`src/hdl/dtbt_pkg.sv`:
```
`default_nettype none
// ----------------------------------------------------------------------------
// dtbt_pkg - shared types and codes for the dirty tile band tracker
// Request action codes, the command word passed from the front end to the
// back end, the result word, and default grid geometry.
// ----------------------------------------------------------------------------
package dtbt_pkg;

  // Default grid geometry
  localparam int DEF_CELLS_ACROSS  = 16;
  localparam int DEF_CELLS_DOWN    = 16;
  localparam int DEF_TILE_PIXELS_W = 8;
  localparam int DEF_TILE_PIXELS_H = 8;

  // Cell indices are carried at the width of the largest supported grid (64)
  localparam int CIDX_W = 6;

  // Depth of the command queue between front and back end
  localparam int CMD_DEPTH = 4;

  // Request action codes
  localparam logic [1:0] ACT_MARK  = 2'd0;
  localparam logic [1:0] ACT_ALL   = 2'd1;
  localparam logic [1:0] ACT_FLUSH = 2'd2;

  // Command kinds seen by the back end
  localparam logic [1:0] CMD_MARK  = 2'd0;
  localparam logic [1:0] CMD_ALL   = 2'd1;
  localparam logic [1:0] CMD_FLUSH = 2'd2;

  typedef struct packed {
    logic [1:0]        kind;
    logic              force_all;  // flush: mark every cell first
    logic [CIDX_W-1:0] cx0;
    logic [CIDX_W-1:0] cx1;
    logic [CIDX_W-1:0] cy0;
    logic [CIDX_W-1:0] cy1;
  } cmd_t;

  typedef struct packed {
    logic       band_valid;
    logic [3:0] band_row;
    logic [6:0] band_left;
    logic [7:0] band_width;
    logic       last_band;
  } res_t;

endpackage
`default_nettype wire

```
`src/hdl/dtbt_front.sv`:
```
`default_nettype none
// ----------------------------------------------------------------------------
// dtbt_front - request intake and classification
// Two-stage front end: stage A holds the request and forms the far edges,
// stage B clips the rectangle to the window, converts it to cell ranges,
// compares the flush origin and pushes a command into the queue.
// ----------------------------------------------------------------------------
module dtbt_front #(
  parameter int CELLS_ACROSS  = dtbt_pkg::DEF_CELLS_ACROSS,
  parameter int CELLS_DOWN    = dtbt_pkg::DEF_CELLS_DOWN,
  parameter int TILE_PIXELS_W = dtbt_pkg::DEF_TILE_PIXELS_W,
  parameter int TILE_PIXELS_H = dtbt_pkg::DEF_TILE_PIXELS_H
) (
  input  wire                 clk,
  input  wire                 rst,
  input  wire                 push,
  output logic                full,
  input  wire  [1:0]          action,
  input  wire  signed [15:0]  rect_x,
  input  wire  signed [15:0]  rect_y,
  input  wire  signed [15:0]  rect_w,
  input  wire  signed [15:0]  rect_h,
  output logic                cmd_push,
  output dtbt_pkg::cmd_t      cmd,
  input  wire                 cmd_full
);
  import dtbt_pkg::*;

  localparam int WIN_W = CELLS_ACROSS * TILE_PIXELS_W;
  localparam int WIN_H = CELLS_DOWN * TILE_PIXELS_H;
  localparam int PXW_X = (WIN_W > 1) ? $clog2(WIN_W) : 1;
  localparam int PXW_Y = (WIN_H > 1) ? $clog2(WIN_H) : 1;
  localparam logic signed [17:0] XMAX = 18'(WIN_W - 1);
  localparam logic signed [17:0] YMAX = 18'(WIN_H - 1);

  // Cell index by reciprocal multiplication; exact for pixel offsets below 4096
  localparam int          RCP_SH = 24;
  localparam logic [24:0] RCP_W  = 25'(((1 << RCP_SH) + TILE_PIXELS_W - 1) / TILE_PIXELS_W);
  localparam logic [24:0] RCP_H  = 25'(((1 << RCP_SH) + TILE_PIXELS_H - 1) / TILE_PIXELS_H);

  function automatic logic [CIDX_W-1:0] cell_of(logic [11:0] px, logic [24:0] rcp);
    logic [36:0] prod;
    prod = 37'(px) * 37'(rcp);
    return prod[RCP_SH +: CIDX_W];
  endfunction

  // Stage A
  logic               a_valid;
  logic [1:0]         a_action;
  logic signed [15:0] a_x, a_y, a_w, a_h;
  // Stage B
  logic               b_valid;
  logic [1:0]         b_action;
  logic signed [15:0] b_x, b_y;
  logic signed [17:0] b_x1, b_y1;
  logic               b_pos;
  // Origin history
  logic [15:0]        prev_x, prev_y;
  logic               seen;

  logic               a_adv, b_adv, b_drop, in_take;
  logic signed [17:0] xl, yl, xr, yr;
  logic               rect_empty;

  assign a_adv   = !b_valid || b_adv;
  assign full    = a_valid && !a_adv;
  assign in_take = push && !full;

  // Clip to the window
  always_comb begin
    xl = b_x[15] ? 18'sd0 : {{2{b_x[15]}}, b_x};
    yl = b_y[15] ? 18'sd0 : {{2{b_y[15]}}, b_y};
    xr = (b_x1 > XMAX) ? XMAX : b_x1;
    yr = (b_y1 > YMAX) ? YMAX : b_y1;
    rect_empty = (xl > xr) || (yl > yr);
  end

  always_comb begin
    case (b_action)
      ACT_MARK:  b_drop = !b_pos || rect_empty;
      ACT_ALL:   b_drop = 1'b0;
      ACT_FLUSH: b_drop = 1'b0;
      default:   b_drop = 1'b1;
    endcase
  end

  assign b_adv    = b_valid && (b_drop || !cmd_full);
  assign cmd_push = b_valid && !b_drop && !cmd_full;

  always_comb begin
    cmd.kind      = CMD_MARK;
    cmd.force_all = 1'b0;
    cmd.cx0       = cell_of(12'(xl[PXW_X-1:0]), RCP_W);
    cmd.cx1       = cell_of(12'(xr[PXW_X-1:0]), RCP_W);
    cmd.cy0       = cell_of(12'(yl[PXW_Y-1:0]), RCP_H);
    cmd.cy1       = cell_of(12'(yr[PXW_Y-1:0]), RCP_H);
    case (b_action)
      ACT_ALL:   cmd.kind = CMD_ALL;
      ACT_FLUSH: begin
        cmd.kind      = CMD_FLUSH;
        cmd.force_all = !seen || (b_x != prev_x) || (b_y != prev_y);
      end
      default:   cmd.kind = CMD_MARK;
    endcase
  end

  always_ff @(posedge clk) begin
    if (rst) begin
      a_valid <= 1'b0;
      b_valid <= 1'b0;
      seen    <= 1'b0;
      prev_x  <= '0;
      prev_y  <= '0;
    end else begin
      if (in_take) begin
        a_valid  <= 1'b1;
        a_action <= action;
        a_x      <= rect_x;
        a_y      <= rect_y;
        a_w      <= rect_w;
        a_h      <= rect_h;
      end else if (a_adv) begin
        a_valid <= 1'b0;
      end

      if (a_adv) begin
        b_valid  <= a_valid;
        b_action <= a_action;
        b_x      <= a_x;
        b_y      <= a_y;
        b_x1     <= {{2{a_x[15]}}, a_x} + {{2{a_w[15]}}, a_w} - 18'sd1;
        b_y1     <= {{2{a_y[15]}}, a_y} + {{2{a_h[15]}}, a_h} - 18'sd1;
        b_pos    <= (a_w > 16'sd0) && (a_h > 16'sd0);
      end

      // record the origin when the flush leaves for the back end
      if (cmd_push && (b_action == ACT_FLUSH)) begin
        seen   <= 1'b1;
        prev_x <= b_x;
        prev_y <= b_y;
      end
    end
  end

endmodule
`default_nettype wire

```
`src/hdl/dtbt_cmd_fifo.sv`:
```
`default_nettype none
// ----------------------------------------------------------------------------
// dtbt_cmd_fifo - command queue between front and back end
// Small register queue; the head entry is always presented on cmd_out.
// ----------------------------------------------------------------------------
module dtbt_cmd_fifo (
  input  wire             clk,
  input  wire             rst,
  input  wire             wr,
  input  dtbt_pkg::cmd_t  cmd_in,
  output logic            fifo_full,
  input  wire             rd,
  output dtbt_pkg::cmd_t  cmd_out,
  output logic            fifo_empty
);
  import dtbt_pkg::*;

  localparam int PTR_W = (CMD_DEPTH > 1) ? $clog2(CMD_DEPTH) : 1;
  localparam int CNT_W = $clog2(CMD_DEPTH + 1);

  cmd_t             entries [CMD_DEPTH];
  logic [PTR_W-1:0] wr_ptr, rd_ptr;
  logic [CNT_W-1:0] count;
  logic             do_wr, do_rd;

  assign fifo_full  = (count == CNT_W'(CMD_DEPTH));
  assign fifo_empty = (count == '0);
  assign do_wr      = wr && !fifo_full;
  assign do_rd      = rd && !fifo_empty;
  assign cmd_out    = entries[rd_ptr];

  always_ff @(posedge clk) begin
    if (do_wr) begin
      entries[wr_ptr] <= cmd_in;
    end
  end

  always_ff @(posedge clk) begin
    if (rst) begin
      wr_ptr <= '0;
      rd_ptr <= '0;
      count  <= '0;
    end else begin
      if (do_wr) begin
        wr_ptr <= (wr_ptr == PTR_W'(CMD_DEPTH - 1)) ? '0 : wr_ptr + 1'b1;
      end
      if (do_rd) begin
        rd_ptr <= (rd_ptr == PTR_W'(CMD_DEPTH - 1)) ? '0 : rd_ptr + 1'b1;
      end
      case ({do_wr, do_rd})
        2'b10:   count <= count + 1'b1;
        2'b01:   count <= count - 1'b1;
        default: count <= count;
      endcase
    end
  end

endmodule
`default_nettype wire

```
`src/hdl/dtbt_back.sv`:
```
`default_nettype none
// ----------------------------------------------------------------------------
// dtbt_back - dirty map and flush walker
// Holds one dirty bit per cell and applies mark commands as it pops them; a
// flush walks the rows one per cycle, held on a row while the one-entry
// result register is full, emitting a band per dirty row or one empty report.
// ----------------------------------------------------------------------------
module dtbt_back #(
  parameter int CELLS_ACROSS  = dtbt_pkg::DEF_CELLS_ACROSS,
  parameter int CELLS_DOWN    = dtbt_pkg::DEF_CELLS_DOWN,
  parameter int TILE_PIXELS_W = dtbt_pkg::DEF_TILE_PIXELS_W
) (
  input  wire             clk,
  input  wire             rst,
  input  dtbt_pkg::cmd_t  cmd,
  input  wire             cmd_empty,
  output logic            cmd_pop,
  output dtbt_pkg::res_t  res,
  output logic            res_full,
  input  wire             res_take
);
  import dtbt_pkg::*;

  localparam int   ROW_W   = (CELLS_DOWN > 1) ? $clog2(CELLS_DOWN) : 1;
  localparam logic ST_IDLE = 1'b0;
  localparam logic ST_WALK = 1'b1;

  logic                    state;
  logic [ROW_W-1:0]        cnt;
  logic [CELLS_ACROSS-1:0] rows [CELLS_DOWN];

  logic [CELLS_ACROSS-1:0] cur, colmask;
  logic [CELLS_DOWN-1:0]   nz;
  logic                    later, out_free, emit;
  logic [CIDX_W-1:0]       first, last;
  logic [12:0]             left_px, width_px;
  logic [15:0]             row_ext;

  assign out_free = !res_full || res_take;
  assign cmd_pop  = (state == ST_IDLE) && !cmd_empty;
  assign cur      = rows[cnt];
  assign row_ext  = 16'(cnt);
  // A result is loaded this cycle: a dirty row or the single empty report
  assign emit     = (state == ST_WALK) && out_free && (nz[cnt] || (nz == '0));

  always_comb begin
    for (int j = 0; j < CELLS_ACROSS; j++) begin
      colmask[j] = (CIDX_W'(j) >= cmd.cx0) && (CIDX_W'(j) <= cmd.cx1);
    end
  end

  // Per-row occupancy and whether any dirty row lies below the current one
  always_comb begin
    later = 1'b0;
    for (int i = 0; i < CELLS_DOWN; i++) begin
      nz[i] = |rows[i];
      if (nz[i] && (ROW_W'(i) > cnt)) later = 1'b1;
    end
  end

  // First and last dirty cell of the current row
  always_comb begin
    first = '0;
    last  = '0;
    for (int j = CELLS_ACROSS - 1; j >= 0; j--) begin
      if (cur[j]) first = CIDX_W'(j);
    end
    for (int j = 0; j < CELLS_ACROSS; j++) begin
      if (cur[j]) last = CIDX_W'(j);
    end
    left_px  = 13'(first) * 13'(TILE_PIXELS_W);
    width_px = 13'(7'({1'b0, last}) - 7'({1'b0, first}) + 7'd1) * 13'(TILE_PIXELS_W);
  end

  always_ff @(posedge clk) begin
    if (rst) begin
      state    <= ST_IDLE;
      cnt      <= '0;
      res_full <= 1'b0;
      for (int i = 0; i < CELLS_DOWN; i++) rows[i] <= '0;
    end else begin
      if (emit) res_full <= 1'b1;
      else if (res_take) res_full <= 1'b0;

      case (state)
        ST_IDLE: begin
          if (cmd_pop) begin
            case (cmd.kind)
              CMD_MARK: begin
                for (int i = 0; i < CELLS_DOWN; i++) begin
                  if ((CIDX_W'(i) >= cmd.cy0) && (CIDX_W'(i) <= cmd.cy1)) begin
                    rows[i] <= rows[i] | colmask;
                  end
                end
              end
              CMD_ALL: begin
                for (int i = 0; i < CELLS_DOWN; i++) rows[i] <= '1;
              end
              CMD_FLUSH: begin
                if (cmd.force_all) begin
                  for (int i = 0; i < CELLS_DOWN; i++) rows[i] <= '1;
                end
                cnt   <= '0;
                state <= ST_WALK;
              end
              default: ;
            endcase
          end
        end
        ST_WALK: begin
          if (nz[cnt]) begin
            if (out_free) begin
              res.band_valid <= 1'b1;
              res.band_row   <= row_ext[3:0];
              res.band_left  <= left_px[6:0];
              res.band_width <= width_px[7:0];
              res.last_band  <= !later;
              rows[cnt]      <= '0;
              if (!later) state <= ST_IDLE;
              else        cnt   <= cnt + 1'b1;
            end
          end else if (nz == '0) begin
            // nothing dirty at all: report one empty band
            if (out_free) begin
              res.band_valid <= 1'b0;
              res.band_row   <= '0;
              res.band_left  <= '0;
              res.band_width <= '0;
              res.last_band  <= 1'b1;
              state          <= ST_IDLE;
            end
          end else begin
            cnt <= cnt + 1'b1;
          end
        end
        default: state <= ST_IDLE;
      endcase
    end
  end

endmodule
`default_nettype wire

```
`src/hdl/dirty_tile_band_tracker.sv`:
```
`default_nettype none
// ----------------------------------------------------------------------------
// dirty_tile_band_tracker - dirty cell map with per-row band reporting
// Tracks one dirty bit per screen tile and reports dirty row spans on flush.
// ----------------------------------------------------------------------------
// Requests enter through a queue-style port (push/full) and results leave
// through another (empty/pop). A mark request sets every cell covered by its
// pixel rectangle after clipping to the window; rectangles with a width or
// height of zero or less are dropped. A mark-all request sets every cell. A
// flush request carries the view origin; when it differs from the previous
// one, or on the first flush after reset, every cell is set first. The flush
// then reports one band per dirty row (pixel left edge and width from the
// first to the last dirty cell) and clears that row; last_band flags its
// final result, and a flush that finds nothing dirty returns a single result
// with band_valid low. Action code 3 is ignored. A request passes through
// both front-end stages and waits in a four-entry command queue; the back
// end then applies a mark or mark-all request as it pops it. A flush holds
// the back end while it walks the rows up to the last dirty row, and stalls
// while the result register waits for pop; the row walk is what sets the
// flush time. The front end keeps accepting requests until the command
// queue and both front-end stages fill.
// ----------------------------------------------------------------------------
module dirty_tile_band_tracker #(
  parameter int CELLS_ACROSS  = dtbt_pkg::DEF_CELLS_ACROSS,
  parameter int CELLS_DOWN    = dtbt_pkg::DEF_CELLS_DOWN,
  parameter int TILE_PIXELS_W = dtbt_pkg::DEF_TILE_PIXELS_W,
  parameter int TILE_PIXELS_H = dtbt_pkg::DEF_TILE_PIXELS_H
) (
  input  wire                clk,
  input  wire                rst,
  input  wire                push,
  output logic               full,
  input  wire  [1:0]         action,
  input  wire  signed [15:0] rect_x,
  input  wire  signed [15:0] rect_y,
  input  wire  signed [15:0] rect_w,
  input  wire  signed [15:0] rect_h,
  output logic               empty,
  input  wire                pop,
  output logic               band_valid,
  output logic [3:0]         band_row,
  output logic [6:0]         band_left,
  output logic [7:0]         band_width,
  output logic               last_band
);
  import dtbt_pkg::*;

  cmd_t cmd_in, cmd_head;
  logic cmd_push, cmd_pop, cmd_full, cmd_empty;
  res_t res;
  logic res_full, res_take;

  // Accept, clip and classify requests
  dtbt_front #(
    .CELLS_ACROSS  (CELLS_ACROSS),
    .CELLS_DOWN    (CELLS_DOWN),
    .TILE_PIXELS_W (TILE_PIXELS_W),
    .TILE_PIXELS_H (TILE_PIXELS_H)
  ) u_front (
    .clk      (clk),
    .rst      (rst),
    .push     (push),
    .full     (full),
    .action   (action),
    .rect_x   (rect_x),
    .rect_y   (rect_y),
    .rect_w   (rect_w),
    .rect_h   (rect_h),
    .cmd_push (cmd_push),
    .cmd      (cmd_in),
    .cmd_full (cmd_full)
  );

  // Decouple intake from the row walk
  dtbt_cmd_fifo u_fifo (
    .clk        (clk),
    .rst        (rst),
    .wr         (cmd_push),
    .cmd_in     (cmd_in),
    .fifo_full  (cmd_full),
    .rd         (cmd_pop),
    .cmd_out    (cmd_head),
    .fifo_empty (cmd_empty)
  );

  // Hold the dirty map, walk rows on flush
  dtbt_back #(
    .CELLS_ACROSS  (CELLS_ACROSS),
    .CELLS_DOWN    (CELLS_DOWN),
    .TILE_PIXELS_W (TILE_PIXELS_W)
  ) u_back (
    .clk       (clk),
    .rst       (rst),
    .cmd       (cmd_head),
    .cmd_empty (cmd_empty),
    .cmd_pop   (cmd_pop),
    .res       (res),
    .res_full  (res_full),
    .res_take  (res_take)
  );

  assign empty      = !res_full;
  assign res_take   = pop && res_full;
  assign band_valid = res.band_valid;
  assign band_row   = res.band_row;
  assign band_left  = res.band_left;
  assign band_width = res.band_width;
  assign last_band  = res.last_band;

`ifndef SYNTHESIS
  // An empty-flush result is always the last result of its flush
  a_empty_is_last: assert property (@(posedge clk) disable iff (rst)
    (!empty && !band_valid) |-> last_band)
    else $error("empty flush result without last_band");

  // The front end never pushes into a full command queue
  a_no_push_full: assert property (@(posedge clk) disable iff (rst)
    cmd_push |-> !cmd_full)
    else $error("command pushed while queue full");

  // The back end only pops a command that is there
  a_no_pop_empty: assert property (@(posedge clk) disable iff (rst)
    cmd_pop |-> !cmd_empty)
    else $error("command popped while queue empty");

  // A waiting result that is not taken stays put
  a_result_holds: assert property (@(posedge clk) disable iff (rst)
    (res_full && !pop) |=> (res_full && $stable(res)))
    else $error("pending result changed before pop");
`endif

endmodule
`default_nettype wire

```
`config.mk`:
```
export PLATFORM = sky130hd
export DESIGN_NAME = dirty_tile_band_tracker
export DESIGN_NICKNAME = d
export VERILOG_FILES = /design/src/hdl/dtbt_pkg.sv /design/src/hdl/dtbt_front.sv /design/src/hdl/dtbt_cmd_fifo.sv /design/src/hdl/dtbt_back.sv /design/src/hdl/dirty_tile_band_tracker.sv
export SDC_FILE = /design/constraint.sdc
export NUM_CORES = 1
export LEC_CHECK = 0
export ABC_CLOCK_PERIOD_IN_PS = 6900
export BUFFER_PORTS_ARGS = -buffer_cell sky130_fd_sc_hd__clkbuf_2
export CAP_MARGIN = 10
export CORE_MARGIN = 8
export CORE_UTILIZATION = 47
export DETAILED_ROUTE_END_ITERATION = 16
export SYNTH_ARGS = -nofsm -noshare
export SYNTH_HDL_FRONTEND = slang
export SYNTH_SLANG_ARGS = --single-unit
```
`constraint.sdc`:
```
create_clock -name clk -period 6.9 [get_ports clk]
set_input_delay 1.725 -clock clk [delete_from_list [all_inputs] [get_ports clk]]
set_output_delay 1.725 -clock clk [all_outputs]
set_load 0.05 [all_outputs]
```
==> results.md <==
- Walking the worst path, the cells encountered are a31oi_1 -> nor2_1 -> ha_1 -> a21o_1 -> a21oi_1 -> nor2b_1 -> o31ai_1 -> a31oi_1 -> a211oi_1 -> o2111ai_1 -> inv_1 -> clkbuf_2.
- Global routing consumed, over all layers together, around 22% of the routing resources.
- The first-iteration detailed-routing DRC count is 1536.
- The initial utilization of the core area, before any placement, comes to between 40 and 50%.
- The most common cell in the synthesized netlist is nor2_1.
- The critical path contains buffers and inverters numbering 2 combined.
- The static power due to leakage is roughly 11 nW.
- The Yosys warning count is 0.
- In this run the remaining antenna-violating nets after routing total 0.
- TritonCTS built the clock tree.
- The combinational family with the most area after synthesis is simple AND/OR/NAND/NOR gates.
- After Yosys synthesis, and, or, nand and nor cells account for between 10% and 20% of the synthesized area.
- In this run the worst hold path is classified as flop to flop.
- Entering global routing, the biggest net connects slightly below 80 pins.
- The final non-filler cell total is around 3200.
- The count of unique library cells instantiated by Yosys is just over 80.
- The fraction of synthesized area in multiplexers is slightly above 10%.
- The cell that appears most often on the critical path is a31oi_1.
- The max-slew violation count is 0.
- Summing the areas of all compound-gate instances in the mapped netlist gives approximately 13% of the synthesized area.
- The post-route clock period utilization is 83.9%.
- The kind of critical path is flop to output port.
- The number of synthesized register bits is 538.
- The count of buffers added on input and output ports is 86.
- Pin placement for this block handled 93 I/O pins.
- Broken down by cell family, the worst path's largest delay share belongs to compound AO/OA/AOI/OAI gates.
- The sequential element share of the synthesized area is between 50% and 60%.
- The worst register-to-register path has a depth of 15.
- The die is around 250 µm wide.
- The worst register-to-register path ends at u_back.res[7].
- The number of instances in the placed design is 3092.
- The post-synthesis adder-cell area fraction is 4.39%.
- Yosys attributes the largest share of cell area to edfxtp_1 27%, dfxtp_1 24%, mux4_2 8.6%, nor2_1 5.2%, ha_1 4.1%.
- Across the run, the number of max-cap violations was 0.
- The number of optimization iterations in the first detailed-route pass is 6.
- The maximum clock rate is 173 MHz.
- The remaining global-route overflow is 0.
- The wire length of the first global-routing pass is approximately 110000 µm.
- After detailed routing, the number of remaining DRC violations is 0.
- The clock tree synthesis step divided the H-tree into 2 levels.
- The area of the die is 0.0626 mm².
- The placer congestion estimate is roughly 0.96.
- The top cell type by area accounts for a little over a quarter of the synthesized area.
- The number of stages on the worst hold path is 0.
- The worst hold path startpoint is u_front.a_action[1].
- The post-cts resize count is 0.
- In this run the power density over the cells is slightly above 400 mW/mm².
- The number of antenna violations at the first check in global routing is 0.
- The peak supply drop is around 320 µV.
- The average vias per placed instance is 5.95.
- The layout has 4832 filler cells.
- Cells fill about 52% of the core in the end.
- The worst relative slew slack is between 20% and 30%.
- Dividing the detail-routed wire length by the instance count gives about 22 µm.
- The cell area that synthesis handed to floorplanning was about 0.026 mm².
- For the finished layout, the period the worst path requires is 5.79 ns.
- Detailed placement ended at an HPWL of 52000 µm.
- The peak per-stage delay on the critical path is 0.56 ns.
- The element type at the critical path end is an output port.
- The setup slack on the worst flop-to-flop path is roughly 2.1 ns.
- The clock net in this run drives a total of about 540 sinks.
- The number of hold-slack violations in the final timing report is 0.
- The flow ran to the end, and the final reports show no timing, DRC or antenna violations.
- For the final routed database, the setup TNS stands at 0 ns.
- The clock latency on the worst-skew pair is a little over 0.6 ns.
- Wires add up to ~70000 µm.
- For the pin with the worst max-slew slack, the measured transition is 1.20 ns.
- The number of flops mapped to enable cells by yosys is 228.
- The async set or reset register ratio after synthesis is 0%.
- The worst setup path is launched from a flop.
- After clock tree synthesis, the flow added hold-fix buffers numbering 0.
- The core region is 0.0547 mm².
- The cell row count is 86.
- A synthesized cell averages approximately 11 µm².
- The path length in cells of the critical path is 12.
- The endpoint of the worst hold path is u_front.b_action[1].
- The via count of the first global-routing pass is ~19000.
- In this run the cell area measured after placement is 0.0267 mm².
- For this run, the leading register cell type out of synthesis is dfxtp_1.
- The total power is approximately 0.012 W.
- Setup violations remaining at the end of the flow were counted as 0.
- The register clock-pin slew on the reported worst setup and hold paths is approximately 0.060 ns.
- For this design, the slowest cell found on the critical path is a31oi_1.
- The number of nets in the layout is about 2600.
- The master cell of the clock root buffer is clkbuf_16.
- The post-CTS setup buffer count is 0.
- The commonest cells after synthesis are 355 x nor2_1, 310 x dfxtp_1, 228 x edfxtp_1.
- The synthesized design spends more area on one cell type than any other, namely edfxtp_1.
- In this run the vertical extent of the chip is 250 µm.
- The maximum clock skew at final layout is approximately 0.021 ns.
- Clock tree synthesis inserted a total of just under 60 buffers.
- After Yosys synthesis, XOR and XNOR cells account for approximately 3.0% of the synthesized area.
- The data arrival time of the critical path is 4.06 ns.
- The synthesized netlist cell count is about 2400.
- The biggest fanout along the worst timing path is 12.
- Setup repair after global routing left no endpoint under its margin.
- The synthesis-to-layout area growth is 11.3%.
- After routing the design area is ~0.029 mm².
- The fraction of layout cells with a size suffix above 1 is approximately 14%.
- The required time at the worst-slack endpoint is 5.18 ns.
- The total via count after detailed routing is 19000.
- The clock passes through at most 3 buffers.
[sequential cells by signal, indices dropped and copies added (netlist names), 4 cells and up, named ones only]
signal          flops
u_front.b_x        16
u_front.a_y        16
u_front.b_x1       18
u_back.res         15
u_front.prev_y     16
u_back.rows       256
u_front.b_y1       18
u_fifo.entries     76
u_front.a_x        16
u_front.a_h        16
u_front.prev_x     16
u_front.b_y        16
u_back.cnt          4
u_front.a_w        16
[worst max path at each step]
| stage | start | endpoint | slack (ns) |
|---|---|---|---|
| floorplan | rst | u_front.b_action[0] | 2.17 |
| CTS | u_front.b_y1[17] | full | 1.08 |
| global placement | u_front.b_y1[17] | full | 1.85 |
| finish | u_front.b_y1[17] | full | 1.11 |
| global route | u_front.b_x1[17] | full | 0.80 |
| detailed placement | u_front.b_y1[17] | full | 1.76 |
[area by class of cell]
class	instances	area [µm²]	area share (%)
sequential	538	13100	45.5
clock buffer	76	1610	5.61
antenna	1	2.50	0.00872
tap	704	881	3.07
timing repair buffer	105	573	2.00
clock inverter	33	374	1.30
inverter	61	229	0.798
multi-input combinational	1684	12000	41.7
[cell usage in the layout, fill, tap and decap left out, types with 29 or more instances in the layout]
cell type and n:
xnor2_1 64, mux4_2 99, dfxtp_1 308, ha_1 84
nand4_1 34, nor3_1 33, a21oi_1 192, clkbuf_2 86
and2_1 29, nor4_1 85, mux2i_1 39, o21a_1 119
edfxtp_1 228, nor2_1 355, inv_1 60, clkbuf_16 59
nor2b_1 41, nand2_1 165, o21ai_0 33
[per-stage QoR]
step | hold slack [ns] | worst slack (ns)
floorplan | 0.400 | 2.17
global placement | 0.430 | 1.85
detailed placement | 0.418 | 1.76
CTS | 0.433 | 1.08
global route | 0.453 | 0.795
finish | 0.430 | 1.11
[where the power goes]
group          total [W]  switching [W]  internal (W)
Combinational    0.00420        0.00251       0.00168
Clock            0.00322        0.00132       0.00191
Sequential       0.00448       0.000535       0.00395
[routing by layer]
layer  vias to the layer above  routed length (µm)  track usage (%)
li1                       8910                   -                -
met3                       162                3640             2.93
met4                         0                3790             11.5
met1                      9322               28400             26.4
met5                         -                   0                0
met2                       650               33900             37.6
[kinds of logic after synthesis]
logic type / after synthesis
buffers and inverters: 171
xor gates and xnor gates: 87
AOI/OAI and AO/OA: 507
and+or+nand+nor: 855
adders and majority gates: 88
other: 1
DFF: 538
muxes: 141
[worst register-to-register path, stage by stage (launching register included)]
cell and delay (ns):
dfxtp_4 0.96, buf_4 0.45, mux4_2 0.59, mux4_2 0.52, or2_2 0.32, o21ai_0 0.17
a21oi_1 0.08, o21ai_0 0.18, and2_1 0.15, ha_1 0.22, inv_1 0.06, ha_1 0.16
inv_1 0.05, fa_1 0.38, xnor2_1 0.13, and2_1 0.15
No activity file was read; power rests on OpenSTA's default activity.
